File: config.mk
export PLATFORM = sky130hd
export DESIGN_NAME = text_console_cursor_scroll
export DESIGN_NICKNAME = d
export VERILOG_FILES = /design/src/hw/rtl/tccs_pkg.sv /design/src/hw/rtl/tccs_front.sv /design/src/hw/rtl/tccs_back.sv /design/src/hw/rtl/text_console_cursor_scroll.sv
export SDC_FILE = /design/constraint.sdc
export NUM_CORES = 1
export LEC_CHECK = 0
export BUFFER_PORTS_ARGS = -buffer_cell sky130_fd_sc_hd__buf_2
export CORE_MARGIN = 2
export CORE_UTILIZATION = 52
export DETAILED_ROUTE_END_ITERATION = 10
export PLACE_DENSITY = 0.78
export REMOVE_ABC_BUFFERS = 1
export SYNTH_ARGS = -nofsm -noshare
export SYNTH_HDL_FRONTEND = slang
export SYNTH_SLANG_ARGS = --single-unit
File: constraint.sdc
create_clock -name aclk -period 10.3 [get_ports aclk]
set_clock_uncertainty 0.2 [all_clocks]
set_input_delay 1.545 -clock aclk [delete_from_list [all_inputs] [get_ports aclk]]
set_output_delay 1.545 -clock aclk [all_outputs]
set_load 0.01 [all_outputs]
File: src/hw/rtl/tccs_pkg.sv
// ----------------------------------------------------------------------------
// tccs_pkg
// shared types and codes of the text console engine
// ----------------------------------------------------------------------------
package tccs_pkg;

    // command codes
    localparam logic [2:0] CMD_PUT    = 3'd0;
    localparam logic [2:0] CMD_STREAM = 3'd1;
    localparam logic [2:0] CMD_ATTR   = 3'd2;
    localparam logic [2:0] CMD_FG     = 3'd3;
    localparam logic [2:0] CMD_BG     = 3'd4;
    localparam logic [2:0] CMD_MOVE   = 3'd5;
    localparam logic [2:0] CMD_CLEAR  = 3'd6;
    localparam logic [2:0] CMD_SCROLL = 3'd7;

    // memory operation codes
    localparam logic [2:0] OP_WRITE = 3'd0;
    localparam logic [2:0] OP_FILL  = 3'd1;
    localparam logic [2:0] OP_COPY  = 3'd2;
    localparam logic [2:0] OP_START = 3'd3;
    localparam logic [2:0] OP_CURSOR = 3'd4;
    localparam logic [2:0] OP_NONE  = 3'd5;

    // attribute bit modes
    localparam logic [1:0] MODE_CLEAR  = 2'd0;
    localparam logic [1:0] MODE_SET    = 2'd1;
    localparam logic [1:0] MODE_TOGGLE = 2'd2;
    localparam logic [1:0] MODE_KEEP   = 2'd3;

    localparam logic [7:0] CH_NUL     = 8'h00;
    localparam logic [7:0] CH_LF      = 8'h0A;
    localparam logic [7:0] CH_CR      = 8'h0D;
    localparam logic [7:0] CH_SPACE   = 8'h20;
    localparam logic [7:0] CH_TILDE   = 8'h7E;
    localparam logic [7:0] ATTR_RESET = 8'h07;
    localparam logic [7:0] FG_KEEP    = 8'hF8;
    localparam logic [7:0] BG_KEEP    = 8'h8F;
    localparam logic [7:0] ATTR_BLINK = 8'h80;
    localparam logic [7:0] BRIGHT_BIT = 8'h08;

    typedef enum logic [2:0] {
        CLS_VISIBLE,
        CLS_CR,
        CLS_LF,
        CLS_NUL,
        CLS_OTHER
    } cls_t;

    typedef struct packed {
        logic [2:0] cmd;
        logic [7:0] ch;
        cls_t       cls;
        logic       first;
        logic [1:0] blink;
        logic [1:0] hl;
        logic [6:0] col;
        logic [4:0] row;
        logic [5:0] lines;
    } item_t;

    typedef struct packed {
        logic [2:0]  kind;
        logic [13:0] dest;
        logic [13:0] src;
        logic [13:0] count;
        logic [7:0]  ch;
        logic [7:0]  attr;
        logic        is_move;
        logic [6:0]  mv_x;
        logic [4:0]  mv_y;
    } op_t;

    typedef enum logic [4:0] {
        ST_IDLE,
        ST_NONE,
        ST_CR_MOVE,
        ST_CR_INS,
        ST_WRITE,
        ST_MV_ADV,
        ST_MV_TAIL,
        ST_MOVE,
        ST_SC_DEC,
        ST_SC_FILL,
        ST_SC_START,
        ST_SC_COPY,
        ST_SC_FILL0,
        ST_SC_START0,
        ST_SC_MOVE,
        ST_CL_START,
        ST_CL_FILL,
        ST_CL_MOVE
    } seq_state_t;

    function automatic cls_t classify(input logic [7:0] ch);
        cls_t c;
        if (ch >= CH_SPACE && ch <= CH_TILDE) begin
            c = CLS_VISIBLE;
        end else if (ch == CH_CR) begin
            c = CLS_CR;
        end else if (ch == CH_LF) begin
            c = CLS_LF;
        end else if (ch == CH_NUL) begin
            c = CLS_NUL;
        end else begin
            c = CLS_OTHER;
        end
        return c;
    endfunction

    function automatic logic [7:0] apply_mode(input logic [7:0] attr,
                                              input logic [1:0] mode,
                                              input logic [7:0] mask);
        logic [7:0] r;
        unique case (mode)
            MODE_CLEAR:  r = attr & ~mask;
            MODE_SET:    r = attr | mask;
            MODE_TOGGLE: r = attr ^ mask;
            default:     r = attr;
        endcase
        return r;
    endfunction

endpackage

File: src/hw/rtl/tccs_front.sv
// ----------------------------------------------------------------------------
// tccs_front
// accepts command words, classifies the character and queues them
// ----------------------------------------------------------------------------
module tccs_front
    import tccs_pkg::*;
(
    input  logic       aclk,
    input  logic       aresetn,
    input  logic       s_valid,
    output logic       s_ready,
    input  logic [2:0] s_command,
    input  logic [7:0] s_char_code,
    input  logic       s_first_of_string,
    input  logic [1:0] s_blink_mode,
    input  logic [1:0] s_highlight_mode,
    input  logic [6:0] s_column,
    input  logic [4:0] s_row,
    input  logic [5:0] s_line_count,
    output logic       head_valid,
    output item_t      head,
    input  logic       pop
);

    item_t      queue_reg [2];
    logic       wr_ptr_reg, rd_ptr_reg;
    logic [1:0] count_reg;
    logic       push;
    item_t      entry;

    assign s_ready    = (count_reg != 2'd2);
    assign push       = s_valid && s_ready;
    assign head_valid = (count_reg != 2'd0);
    assign head       = queue_reg[rd_ptr_reg];

    always_comb begin
        entry.cmd   = s_command;
        entry.ch    = s_char_code;
        entry.cls   = classify(s_char_code);
        entry.first = s_first_of_string;
        entry.blink = s_blink_mode;
        entry.hl    = s_highlight_mode;
        entry.col   = s_column;
        entry.row   = s_row;
        entry.lines = s_line_count;
    end

    always_ff @(posedge aclk) begin
        if (push) begin
            queue_reg[wr_ptr_reg] <= entry;
        end
    end

    always_ff @(posedge aclk) begin
        if (!aresetn) begin
            wr_ptr_reg <= 1'b0;
            rd_ptr_reg <= 1'b0;
            count_reg  <= 2'd0;
        end else begin
            if (push) begin
                wr_ptr_reg <= ~wr_ptr_reg;
            end
            if (pop) begin
                rd_ptr_reg <= ~rd_ptr_reg;
            end
            count_reg <= count_reg + 2'(push) - 2'(pop);
        end
    end

endmodule

File: src/hw/rtl/tccs_back.sv
// ----------------------------------------------------------------------------
// tccs_back
// console state and sequencer: turns one command into memory operations
// ----------------------------------------------------------------------------
module tccs_back
    import tccs_pkg::*;
#(
    parameter int COLUMNS   = 80,
    parameter int ROWS      = 25,
    parameter int MEM_CELLS = 16384
) (
    input  logic        aclk,
    input  logic        aresetn,
    input  logic        head_valid,
    input  item_t       head,
    output logic        pop,
    output logic        m_valid,
    input  logic        m_ready,
    output logic [2:0]  m_op_kind,
    output logic [13:0] m_dest_cell,
    output logic [13:0] m_src_cell,
    output logic [13:0] m_cell_count,
    output logic [7:0]  m_cell_char,
    output logic [7:0]  m_cell_attr,
    output logic        m_last
);

    localparam int PAGE_CELLS = COLUMNS * ROWS;
    localparam logic [13:0] PAGE14  = 14'(PAGE_CELLS);
    localparam logic [6:0]  LASTCOL = 7'(COLUMNS - 1);
    localparam logic [4:0]  LASTROW = 5'(ROWS - 1);

    seq_state_t  state_reg, state_next;
    logic [13:0] start_reg;
    logic [6:0]  col_reg;
    logic [4:0]  row_reg;
    logic [7:0]  attr_reg, prev_reg, ch_reg;
    logic        stopped_reg, tail_reg, tail_zero_reg;
    logic [6:0]  icol_reg;
    logic [4:0]  irow_reg;
    logic [5:0]  lines_reg;
    logic [13:0] span_reg, target_reg;

    logic        m_valid_reg, m_last_reg;
    logic [2:0]  m_kind_reg;
    logic [13:0] m_dest_reg, m_src_reg, m_count_reg;
    logic [7:0]  m_char_reg, m_attr_reg;

    logic        adv, emit, stopped_n, lf_bottom;
    logic [13:0] span_c;
    logic [14:0] target_c;
    logic        fits;
    op_t         op;
    seq_state_t  put_entry, lf_entry;

    function automatic logic [13:0] cell_addr(input logic [13:0] st,
                                              input logic [6:0] x,
                                              input logic [4:0] y);
        return st + 14'(y) * 14'(COLUMNS) + 14'(x);
    endfunction

    assign adv  = !m_valid_reg || m_ready;
    assign emit = adv && (state_reg != ST_IDLE) && (state_reg != ST_SC_DEC);
    assign pop  = (state_reg == ST_IDLE) && head_valid;

    assign stopped_n = !head.first && stopped_reg;
    assign lf_bottom = (row_reg == LASTROW);
    assign lf_entry  = lf_bottom ? ST_SC_DEC : ST_MV_TAIL;

    assign span_c   = 14'(lines_reg) * 14'(COLUMNS);
    assign target_c = {1'b0, start_reg} + {1'b0, span_c};
    assign fits     = (16'(target_c) + 16'(PAGE_CELLS)) <= 16'(MEM_CELLS);

    always_comb begin
        case (head.cls)
            CLS_VISIBLE: put_entry = ST_WRITE;
            CLS_CR:      put_entry = ST_CR_MOVE;
            CLS_LF:      put_entry = lf_entry;
            default:     put_entry = ST_NONE;
        endcase
    end

    // next state
    always_comb begin
        state_next = state_reg;
        unique case (state_reg)
            ST_IDLE: begin
                if (head_valid) begin
                    unique case (head.cmd)
                        CMD_PUT: state_next = put_entry;
                        CMD_STREAM: begin
                            if (stopped_n || head.cls == CLS_NUL) begin
                                state_next = ST_NONE;
                            end else if (head.cls == CLS_LF &&
                                         (head.first || prev_reg != CH_CR)) begin
                                state_next = ST_CR_INS;
                            end else begin
                                state_next = put_entry;
                            end
                        end
                        CMD_MOVE:   state_next = ST_MOVE;
                        CMD_CLEAR:  state_next = ST_CL_START;
                        CMD_SCROLL: state_next = (head.lines == 6'd0) ? ST_NONE : ST_SC_DEC;
                        default:    state_next = ST_NONE;
                    endcase
                end
            end
            ST_SC_DEC: begin
                if (lines_reg > {1'b0, row_reg}) begin
                    state_next = ST_CL_START;
                end else begin
                    state_next = fits ? ST_SC_FILL : ST_SC_COPY;
                end
            end
            default: begin
                if (adv) begin
                    unique case (state_reg)
                        ST_CR_INS: state_next = lf_entry;
                        ST_WRITE: begin
                            if (col_reg != LASTCOL) begin
                                state_next = ST_MV_ADV;
                            end else begin
                                state_next = lf_entry;
                            end
                        end
                        ST_SC_FILL:   state_next = ST_SC_START;
                        ST_SC_START:  state_next = tail_reg ? ST_MV_TAIL : ST_IDLE;
                        ST_SC_COPY:   state_next = ST_SC_FILL0;
                        ST_SC_FILL0:  state_next = ST_SC_START0;
                        ST_SC_START0: state_next = ST_SC_MOVE;
                        ST_SC_MOVE:   state_next = tail_reg ? ST_MV_TAIL : ST_IDLE;
                        ST_CL_START:  state_next = ST_CL_FILL;
                        ST_CL_FILL:   state_next = ST_CL_MOVE;
                        default:      state_next = ST_IDLE;
                    endcase
                end
            end
        endcase
    end

    // operation of the current step
    always_comb begin
        op         = '0;
        op.kind    = OP_CURSOR;
        op.is_move = 1'b1;
        op.mv_x    = col_reg;
        op.mv_y    = row_reg;
        unique case (state_reg)
            ST_CR_MOVE, ST_CR_INS: op.mv_x = 7'd0;
            ST_MV_ADV: op.mv_x = col_reg + 7'd1;
            ST_MV_TAIL: begin
                op.mv_x = tail_zero_reg ? 7'd0 : col_reg;
                op.mv_y = row_reg + 5'd1;
            end
            ST_MOVE: begin
                op.mv_x = (icol_reg < 7'(COLUMNS)) ? icol_reg : LASTCOL;
                op.mv_y = (irow_reg <= LASTROW) ? irow_reg : LASTROW;
            end
            ST_SC_MOVE: begin
            end
            ST_CL_MOVE: begin
                op.mv_x = 7'd0;
                op.mv_y = 5'd0;
            end
            ST_WRITE: begin
                op.is_move = 1'b0;
                op.kind    = OP_WRITE;
                op.ch      = ch_reg;
                op.attr    = attr_reg;
            end
            ST_SC_FILL: begin
                op.is_move = 1'b0;
                op.kind    = OP_FILL;
                op.count   = span_reg;
            end
            ST_SC_START: begin
                op.is_move = 1'b0;
                op.kind    = OP_START;
            end
            ST_SC_COPY: begin
                op.is_move = 1'b0;
                op.kind    = OP_COPY;
                op.src     = target_reg;
                op.count   = PAGE14 - span_reg;
            end
            ST_SC_FILL0: begin
                op.is_move = 1'b0;
                op.kind    = OP_FILL;
                op.count   = span_reg;
            end
            ST_SC_START0: begin
                op.is_move = 1'b0;
                op.kind    = OP_START;
            end
            ST_CL_START: begin
                op.is_move = 1'b0;
                op.kind    = OP_START;
            end
            ST_CL_FILL: begin
                op.is_move = 1'b0;
                op.kind    = OP_FILL;
                op.count   = PAGE14;
            end
            default: begin
                op.is_move = 1'b0;
                op.kind    = OP_NONE;
            end
        endcase
        // destinations
        case (state_reg)
            ST_WRITE:     op.dest = cell_addr(start_reg, col_reg, row_reg);
            ST_SC_FILL:   op.dest = start_reg + PAGE14;
            ST_SC_START:  op.dest = target_reg;
            ST_SC_COPY:   op.dest = 14'd0;
            ST_SC_FILL0:  op.dest = PAGE14 - span_reg;
            ST_SC_START0: op.dest = 14'd0;
            ST_CL_START: begin
                if ((16'(start_reg) + 16'(2 * PAGE_CELLS)) <= 16'(MEM_CELLS)) begin
                    op.dest = start_reg + PAGE14;
                end else begin
                    op.dest = 14'd0;
                end
            end
            ST_CL_FILL:   op.dest = start_reg;
            ST_NONE:      op.dest = 14'd0;
            default:      op.dest = cell_addr(start_reg, op.mv_x, op.mv_y);
        endcase
    end

    // console state
    always_ff @(posedge aclk) begin
        if (!aresetn) begin
            state_reg   <= ST_IDLE;
            start_reg   <= 14'd0;
            col_reg     <= 7'd0;
            row_reg     <= 5'd0;
            attr_reg    <= ATTR_RESET;
            prev_reg    <= CH_NUL;
            stopped_reg <= 1'b0;
        end else begin
            state_reg <= state_next;
            if (pop) begin
                unique case (head.cmd)
                    CMD_STREAM: begin
                        stopped_reg <= stopped_n || head.cls == CLS_NUL;
                        if (!stopped_n && head.cls != CLS_NUL) begin
                            prev_reg <= head.ch;
                        end
                    end
                    CMD_ATTR: attr_reg <= head.ch;
                    CMD_FG: begin
                        attr_reg <= apply_mode(apply_mode((attr_reg & FG_KEEP) |
                                                          {5'd0, head.ch[2:0]},
                                                          head.blink, ATTR_BLINK),
                                               head.hl, BRIGHT_BIT);
                    end
                    CMD_BG: attr_reg <= (attr_reg & BG_KEEP) | {1'b0, head.ch[2:0], 4'd0};
                    default: begin
                    end
                endcase
            end
            if (state_reg == ST_SC_DEC && !(lines_reg > {1'b0, row_reg})) begin
                row_reg <= row_reg - lines_reg[4:0];
            end
            if (emit && op.is_move) begin
                col_reg <= op.mv_x;
                row_reg <= op.mv_y;
            end
            if (emit && op.kind == OP_START) begin
                start_reg <= op.dest;
            end
        end
    end

    // per-command working registers
    always_ff @(posedge aclk) begin
        if (pop) begin
            ch_reg        <= head.ch;
            icol_reg      <= head.col;
            irow_reg      <= head.row;
            lines_reg     <= (head.cmd == CMD_SCROLL) ? head.lines : 6'd1;
            tail_reg      <= (head.cmd == CMD_PUT) || (head.cmd == CMD_STREAM);
            tail_zero_reg <= 1'b0;
        end else if (emit && state_reg == ST_WRITE) begin
            tail_zero_reg <= 1'b1;
        end
        if (state_reg == ST_SC_DEC) begin
            span_reg   <= span_c;
            target_reg <= target_c[13:0];
        end
    end

    // output register
    always_ff @(posedge aclk) begin
        if (!aresetn) begin
            m_valid_reg <= 1'b0;
        end else if (emit) begin
            m_valid_reg <= 1'b1;
        end else if (m_ready) begin
            m_valid_reg <= 1'b0;
        end
    end

    always_ff @(posedge aclk) begin
        if (emit) begin
            m_kind_reg  <= op.kind;
            m_dest_reg  <= op.dest;
            m_src_reg   <= op.src;
            m_count_reg <= op.count;
            m_char_reg  <= op.ch;
            m_attr_reg  <= op.attr;
            m_last_reg  <= (state_next == ST_IDLE);
        end
    end

    assign m_valid      = m_valid_reg;
    assign m_op_kind    = m_kind_reg;
    assign m_dest_cell  = m_dest_reg;
    assign m_src_cell   = m_src_reg;
    assign m_cell_count = m_count_reg;
    assign m_cell_char  = m_char_reg;
    assign m_cell_attr  = m_attr_reg;
    assign m_last       = m_last_reg;

`ifndef ASSERT_OFF
    a_cursor_in_page: assert property (@(posedge aclk) disable iff (!aresetn)
        (col_reg < 7'(COLUMNS)) && (row_reg <= LASTROW))
        else $error("cursor left the page");

    a_page_in_memory: assert property (@(posedge aclk) disable iff (!aresetn)
        (16'(start_reg) + 16'(PAGE_CELLS)) <= 16'(MEM_CELLS))
        else $error("display page passes memory end");

    a_last_ends_item: assert property (@(posedge aclk) disable iff (!aresetn)
        emit && (state_next == ST_IDLE) |=> (state_reg == ST_IDLE) && m_last)
        else $error("last word did not end the command");

    a_pop_only_idle: assert property (@(posedge aclk) disable iff (!aresetn)
        pop |=> (state_reg != ST_IDLE) && !$stable(state_reg))
        else $error("popped command did not start a sequence");
`endif

endmodule

File: src/hw/rtl/text_console_cursor_scroll.sv
// ----------------------------------------------------------------------------
// text_console_cursor_scroll
// text console engine over a circular character-cell video memory
// ----------------------------------------------------------------------------
// usage:
//  s_ channel takes one command word (put or stream a character, attribute
//  and colour changes, cursor move, clear, scroll down) per valid/ready
//  handshake. a two-entry queue sits behind s_ready, so new words are taken
//  while the sequencer is still working on earlier ones.
//  m_ channel gives the memory operations each command causes, one word per
//  handshake, in order; m_last marks the final word of a command. commands
//  that touch no memory give a single op_kind none word.
//  sequencing: a dispatch step takes each command from the queue, then the
//  sequencer gives its result words; a scroll adds a decision step that
//  gives no word. the next command is taken only once the last word of the
//  current one is registered. the single output register of the sequencer
//  gives one result word per cycle while the receiver does not stall.
//  receiver stall: the result register holds and the sequencer waits; the
//  queue keeps filling until s_ready drops.
//  reset (aresetn low, synchronous): display start 0, cursor 0,0, attribute
//  0x07, stream state cleared, queue empty, no result pending.
// ----------------------------------------------------------------------------
module text_console_cursor_scroll
    import tccs_pkg::*;
#(
    parameter int COLUMNS   = 80,
    parameter int ROWS      = 25,
    parameter int MEM_CELLS = 16384
) (
    input  logic        aclk,
    input  logic        aresetn,
    input  logic        s_valid,
    output logic        s_ready,
    input  logic [2:0]  s_command,
    input  logic [7:0]  s_char_code,
    input  logic        s_first_of_string,
    input  logic [1:0]  s_blink_mode,
    input  logic [1:0]  s_highlight_mode,
    input  logic [6:0]  s_column,
    input  logic [4:0]  s_row,
    input  logic [5:0]  s_line_count,
    output logic        m_valid,
    input  logic        m_ready,
    output logic [2:0]  m_op_kind,
    output logic [13:0] m_dest_cell,
    output logic [13:0] m_src_cell,
    output logic [13:0] m_cell_count,
    output logic [7:0]  m_cell_char,
    output logic [7:0]  m_cell_attr,
    output logic        m_last
);

    // queue head toward the sequencer
    logic  head_valid;
    item_t head;
    logic  pop;

    // front: accept, classify the character, queue
    tccs_front u_front (
        .aclk              (aclk),
        .aresetn           (aresetn),
        .s_valid           (s_valid),
        .s_ready           (s_ready),
        .s_command         (s_command),
        .s_char_code       (s_char_code),
        .s_first_of_string (s_first_of_string),
        .s_blink_mode      (s_blink_mode),
        .s_highlight_mode  (s_highlight_mode),
        .s_column          (s_column),
        .s_row             (s_row),
        .s_line_count      (s_line_count),
        .head_valid        (head_valid),
        .head              (head),
        .pop               (pop)
    );

    // back: console state, operation sequencer and result register
    tccs_back #(
        .COLUMNS   (COLUMNS),
        .ROWS      (ROWS),
        .MEM_CELLS (MEM_CELLS)
    ) u_back (
        .aclk         (aclk),
        .aresetn      (aresetn),
        .head_valid   (head_valid),
        .head         (head),
        .pop          (pop),
        .m_valid      (m_valid),
        .m_ready      (m_ready),
        .m_op_kind    (m_op_kind),
        .m_dest_cell  (m_dest_cell),
        .m_src_cell   (m_src_cell),
        .m_cell_count (m_cell_count),
        .m_cell_char  (m_cell_char),
        .m_cell_attr  (m_cell_attr),
        .m_last       (m_last)
    );

endmodule

Word-level counts from Yosys, hierarchy flattened --
Memory sizes are Yosys's and may differ from the RTL's. A register that Yosys moved wholly into a read port is not among the register bits. Index checks and enable logic that the tools add are counted.
Word-level totals: register bits after elaboration 166, latch bits 0, bits in writable memories 74, ROM bits 0, input port bits 38, output and inout bits 64, logic and storage cells 182, memories kept 1
Cells by class: add/sub/neg operators 14, multiply operators 3, divide/modulo/power cells 0, $lt $le $gt $ge 7, equal/unequal tests 40, shift-type cells 0, multiplexer cells 42, bitwise gates (word level) 6, reduce and logical (&&, ||, !) cells 43
Memories:
- u_front.queue_reg | words 2, bits a word 37, read ports 1, clocked after memory_dff 1, wr ports 1, line tccs_front.sv:25 | item_t queue_reg [2];
Operators by type and width (count):
- one-hot mux 14 bit (7 select lines) | 1
- one-hot mux 8 bit (3 select lines) | 2
- two-way mux 5 bit | 9
- one-hot mux 5 bit (9 select lines) | 1
- one-hot mux 14 bit (3 select lines) | 1
- == test 5 x 4 -> 1 bit, second input constant | 8
- <= comparator 16 x 15 -> 1 bit, second input constant | 2
- one-hot mux 5 bit (3 select lines) | 2
- adder 14 x 12 -> 14 bit | 2
- adder 14 x 7 -> 14 bit | 2
- one-hot mux 7 bit (4 select lines) | 1
- one-hot mux 5 bit (5 select lines) | 1
- two-way mux 8 bit | 3
- == test 5 x 3 -> 1 bit, second input constant | 4
- adder 15 x 11 -> 16 bit, second input constant | 1
- == test 8 x 4 -> 1 bit, second input constant | 2
- multiplier 5 x 3 -> 8 bit, second input constant | 2
- adder 14 x 12 -> 15 bit, second input constant | 1
- adder 14 x 13 -> 15 bit | 1
- == test 3 x 2 -> 1 bit, second input constant | 5
- == test 5 bit, second input constant | 3
- two-way mux 3 bit | 5
- one-hot mux 3 bit (5 select lines) | 1
- adder 14 x 11 -> 14 bit, second input constant | 1
- other kinds (49) | 94

Logic depth before layout (Yosys ltp) --
depth after elaboration 9, depth in mapped cells 21, gate-level depth less buffers 19

Modules after synthesis --
Synthesis repeated with hierarchy kept, for this count alone.
Unflattened totals: cell total of the unflattened synthesis 1181, area total of the unflattened synthesis 13404.1 sq um
Modules (own cells, without submodules):
- tccs_back | instances 1, cells an instance 1026, area an instance 10263.6 sq um, seq. area each 4244.1 sq um
- tccs_front | instances 1, cells an instance 155, area an instance 3140.5 sq um, seq. area each 2322.2 sq um

Least setup slack after synthesis --
No wires, ideal clock.
kind in2reg, start point input port m_ready, end point register u_back.m_attr_reg[0], in the netlist u_back.m_cell_attr[0], enable pin, setup time 0.475 ns, arrival 4.305 ns, data required time 9.625 ns, slack 5.320 ns, stages on the path 3, path buffers 1, cells stage by stage nor2b_1 > clkbuf_1 > nor2_1
On the way: longest elaborated chain between the ends 3
Ends and longest elaborated chain:
- start: declaration | line text_console_cursor_scroll.sv:43 | input logic m_ready,
- logical OR 1 bit | line tccs_back.sv:62 | assign adv = !m_valid_reg || m_ready;
- logical AND 1 bit (2 in a row) | line tccs_back.sv:63 | assign emit = adv && (state_reg != ST_IDLE) && (state_reg != ST_SC_DEC);
- named net u_back.emit | line tccs_back.sv:49 | logic adv, emit, stopped_n, lf_bottom;
- end signal: assignment | line tccs_back.sv:311 | m_attr_reg <= op.attr;
- end: declaration | line tccs_back.sv:47 | logic [7:0] m_char_reg, m_attr_reg;
The timed path passes the listed nets, and every way through them passes these cells. A chain may end at the register's enable or synchronous reset.

==> PnR_summary.wiki <==
{| class="wikitable"
! Metric !! Value
|-
| Remaining design rule violation count || 0
|-
| Fill count || 2,068
|-
| Predominant post-synthesis flop cell || sky130_fd_sc_hd__edfxtp_1
|-
| Chip height || 163.9 um
|-
| Sequential fraction of the synthesis area || 0.4937
|-
| Share of the synthesized area in the top cell type || 0.4110
|-
| Setup TNS || 0 ps
|-
| Result of the run || complete, no violations
|-
| Worst reg2reg endpoint || u_back.m_dest_cell[12]
|-
| Setup Buffers After CTS || 0
|-
| WL per Instance || 19.79 um
|-
| Worst EP arrival || 5640 ps
|-
| Count of synthesis-stage warnings from yosys || 0
|-
| Static leakage power || 6.148 nW
|-
| Antenna violations before repair || 2
|-
| Global-route total usage across every layer || 0.2418
|-
| Synthesized area divided by synthesized cell count || 11.04 um2
|-
| Number of maximum-capacitance violations || 0
|-
| 1st-pass router iterations || 5
|-
| Clk Latency, worst-skew pair || 550 ps
|-
| Total CTS buffers || 26
|-
| Maximum number of pins on one net before global-route repair || 39
|-
| Synth-to-Final Area Change || 12.67%
|-
| # diodes || 0
|-
| Crit Path Class || flip-flop to flip-flop
|-
| Data required time of the critical path || 10,390 ps
|-
| CTS tree || yes
|-
| Number of cells on the worst reg-to-reg path || 18
|-
| IR Drop Worst-Case VDD || 0.1790 mV
|-
| Worst-Margin Slew || 1318 ps
|-
| Root Buffer Master || sky130_fd_sc_hd__clkbuf_16
|-
| Min-Delay Endpoint || u_back.attr_reg[0]
|-
| Share of layout cells above drive strength 1 || 0.1527
|-
| Clk sink count || 237
|-
| Netlist Area Pre-Place || 13,300 um2
|-
| CTS clock-pin slew for the worst setup and hold paths || 60 ps
|-
| Number of buffers added on ports || 97
|-
| EDFF count, synth || 182
|-
| Routed vias/inst || 6.001
|-
| H-tree levels || 1
|-
| Pins Over Slew Limit || 0
|-
| Chip Width || 163.9 um
|-
| Top cell type by total area after synthesis || sky130_fd_sc_hd__edfxtp_1
|-
| Slew headroom || 0.1197
|-
| Launch instance of the worst register-to-register path || u_back.state_reg[2]
|-
| Kind of capture point of the worst setup path || flip-flop
|-
| Final hold viol count || 0
|-
| Number of nets in the layout || 1,438
|-
| Setup slack on the worst flop-to-flop path || 4750 ps
|-
| Detailed-route via count || 9,877
|-
| Share of synthesized flip-flops with an asynchronous set or reset || 0
|-
| Initial cell density of the core || 0.5281
|-
| Nature of the critical path startpoint || flip-flop
|-
| Power per standard cell area || 274.3 nW/um2
|-
| Setup repair after global routing missed its margin || no
|-
| Post-CTS sizing || 0
|-
| Achievable Freq || 180.3 MHz
|-
| Number of instances on the worst hold path || 2
|-
| Number of cells after detailed placement || 1,598
|-
| Worst Hold Class || flip-flop to flip-flop
|-
| Most frequent standard cell in the layout excluding fill and tap cells || sky130_fd_sc_hd__edfxtp_1
|-
| Placeable core region || 25,180 um2
|-
| Startpoint of the tightest hold check path || u_back.attr_reg[0]
|-
| First-iteration detailed-routing DRC count || 735
|-
| Overall die area || 26,870 um2
|-
| Maximum fanout along the worst path || 24
|-
| Antenna Nets Post-Route || 0
|-
| Vias in the first global route || 9,677
|-
| Remaining global-route overflow || 0
|-
| Post-layout minimum cycle time || 5547 ps
|-
| Count of distinct cell types in the synthesized netlist || 83
|-
| I/O Pins || 102
|-
| Most used cells in the layout excluding fill and tap cells || sky130_fd_sc_hd__edfxtp_1 (182), sky130_fd_sc_hd__buf_2 (97), sky130_fd_sc_hd__ha_1 (91)
|-
| Top cells by area in the synthesized netlist || sky130_fd_sc_hd__edfxtp_1 (41%), sky130_fd_sc_hd__ha_1 (8.6%), sky130_fd_sc_hd__dfxtp_1 (8.3%)
|-
| Total Wirelength || 32,580 um
|-
| Synthesis-stage register bit count || 237
|-
| Hold buffer count at cts || 0
|-
| Final estimated routing congestion in global placement || 0.8967
|-
| Std-Cell Rows || 58
|-
| Final-report setup violation count || 0
|-
| Post-Layout Cell Count || 1,646
|-
| Max Buffers Root-to-Sink || 3
|-
| Number of flip-flops in the largest register || 74
|-
| Period utilization || 0.5386
|-
| Post-Synthesis Cells || 1,205
|-
| Wire length of the first global-routing pass || 50,790 um
|-
| Placed wire-length estimate || 23,360 um
|}
worst max-delay path by stage:
stage | startpoint | end | cells past startpoint
floorplan | u_back.state_reg[2] | u_back.m_dest_cell[11] | 16
detailed placement | u_back.state_reg[2] | u_back.m_dest_cell[12] | 18
CTS | u_back.state_reg[2] | u_back.m_dest_cell[12] | 18
global placement | u_back.state_reg[2] | u_back.m_dest_cell[12] | 18
finish | u_back.state_reg[2] | u_back.m_dest_cell[12] | 18
global route | u_back.state_reg[2] | u_back.m_dest_cell[11] | 18
cell usage after synthesis (all sizes together), types with 7 or more instances:
cell type,instances
nand2b,8
o22ai,12
nand2,83
xor2,24
or3,8
nand4,9
nor2b,14
ha,91
mux2i,22
mux2,20
nand3,21
nor3,19
a211oi,23
dfxtp,55
inv,58
a21oi,70
fa,13
o21a,14
and3,32
and2,23
a31oi,8
edfxtp,182
buf,25
o31ai,7
clkbuf,25
a21o,25
o21ai,59
nor2,91
nor4,14
o211ai,10
a22oi,19
xnor2,30
layout make-up:
type                    count  area [um2]  area share
repair buffers            110       583.1     0.03891
flip-flops and latches    237        6568      0.4383
inverters                  58       217.7     0.01453
clock inverters            15       206.4     0.01378
well taps                 330       412.9     0.02756
clock buffers              33       696.9     0.04651
multi-input cells         863        6300      0.4204
critical path: stages (launching register included):
cell,delay (ps)
sky130_fd_sc_hd__dfxtp_1,910
sky130_fd_sc_hd__nand2_1,380
sky130_fd_sc_hd__nor3_4,380
sky130_fd_sc_hd__a21boi_1,300
sky130_fd_sc_hd__a22oi_1,100
sky130_fd_sc_hd__o21ai_0,220
sky130_fd_sc_hd__ha_1,330
sky130_fd_sc_hd__ha_1,210
sky130_fd_sc_hd__inv_1,70
sky130_fd_sc_hd__fa_1,400
sky130_fd_sc_hd__inv_1,70
sky130_fd_sc_hd__ha_1,230
sky130_fd_sc_hd__ha_1,390
sky130_fd_sc_hd__a21o_1,230
sky130_fd_sc_hd__a21oi_1,230
sky130_fd_sc_hd__a31oi_1,130
sky130_fd_sc_hd__xor2_1,160
sky130_fd_sc_hd__a21oi_1,230
sky130_fd_sc_hd__o211ai_1,120
per-layer routing:
metal	vias up	global-route usage	share of wire
met5	-	0	0.00049
met4	2	0.1045	0.044
met3	94	0.04470	0.076
met2	417	0.3995	0.46
met1	4655	0.3125	0.42
li1	4709	-	-
through the flow:
stage | util | worst slack, ps | total power [mW] | hold WS (ps) | area, um2
floorplan | - | 4886 | 2.621 | 228.0 | 13050
global placement | 0.5592 | 5016 | 3.095 | 257.1 | 14080
detailed placement | 0.5592 | 4852 | 3.141 | 272.9 | 14080
CTS | 0.5951 | 4826 | 4.116 | 286.4 | 14980
global route | 0.5951 | 4427 | 4.333 | 328.6 | 14980
finish | 0.5951 | 4753 | 4.110 | 286.2 | 14980
cells by family (layout without fill, tap and decap cells):
group	after synthesis	after routing	synth area share
compound gates	310	310	0.1578
xor+xnor	54	54	0.03556
fa+ha+maj	104	104	0.1052
buf+inv	108	216	0.03575
flops	237	237	0.4937
mux	42	42	0.03537
other cells	1	4	0.0002820
simple gates	349	349	0.1363
power breakdown:
part / total [mW] / switching [mW] / leakage (nW) / internal [mW]
registers: 1.62 / 0.183 / 2.16 / 1.44
logic: 1.52 / 0.957 / 3.55 / 0.567
clock network: 0.966 / 0.383 / 0.438 / 0.582
total: 4.11 / 1.52 / 6.15 / 2.59
Power figures use the tool's default switching activity.
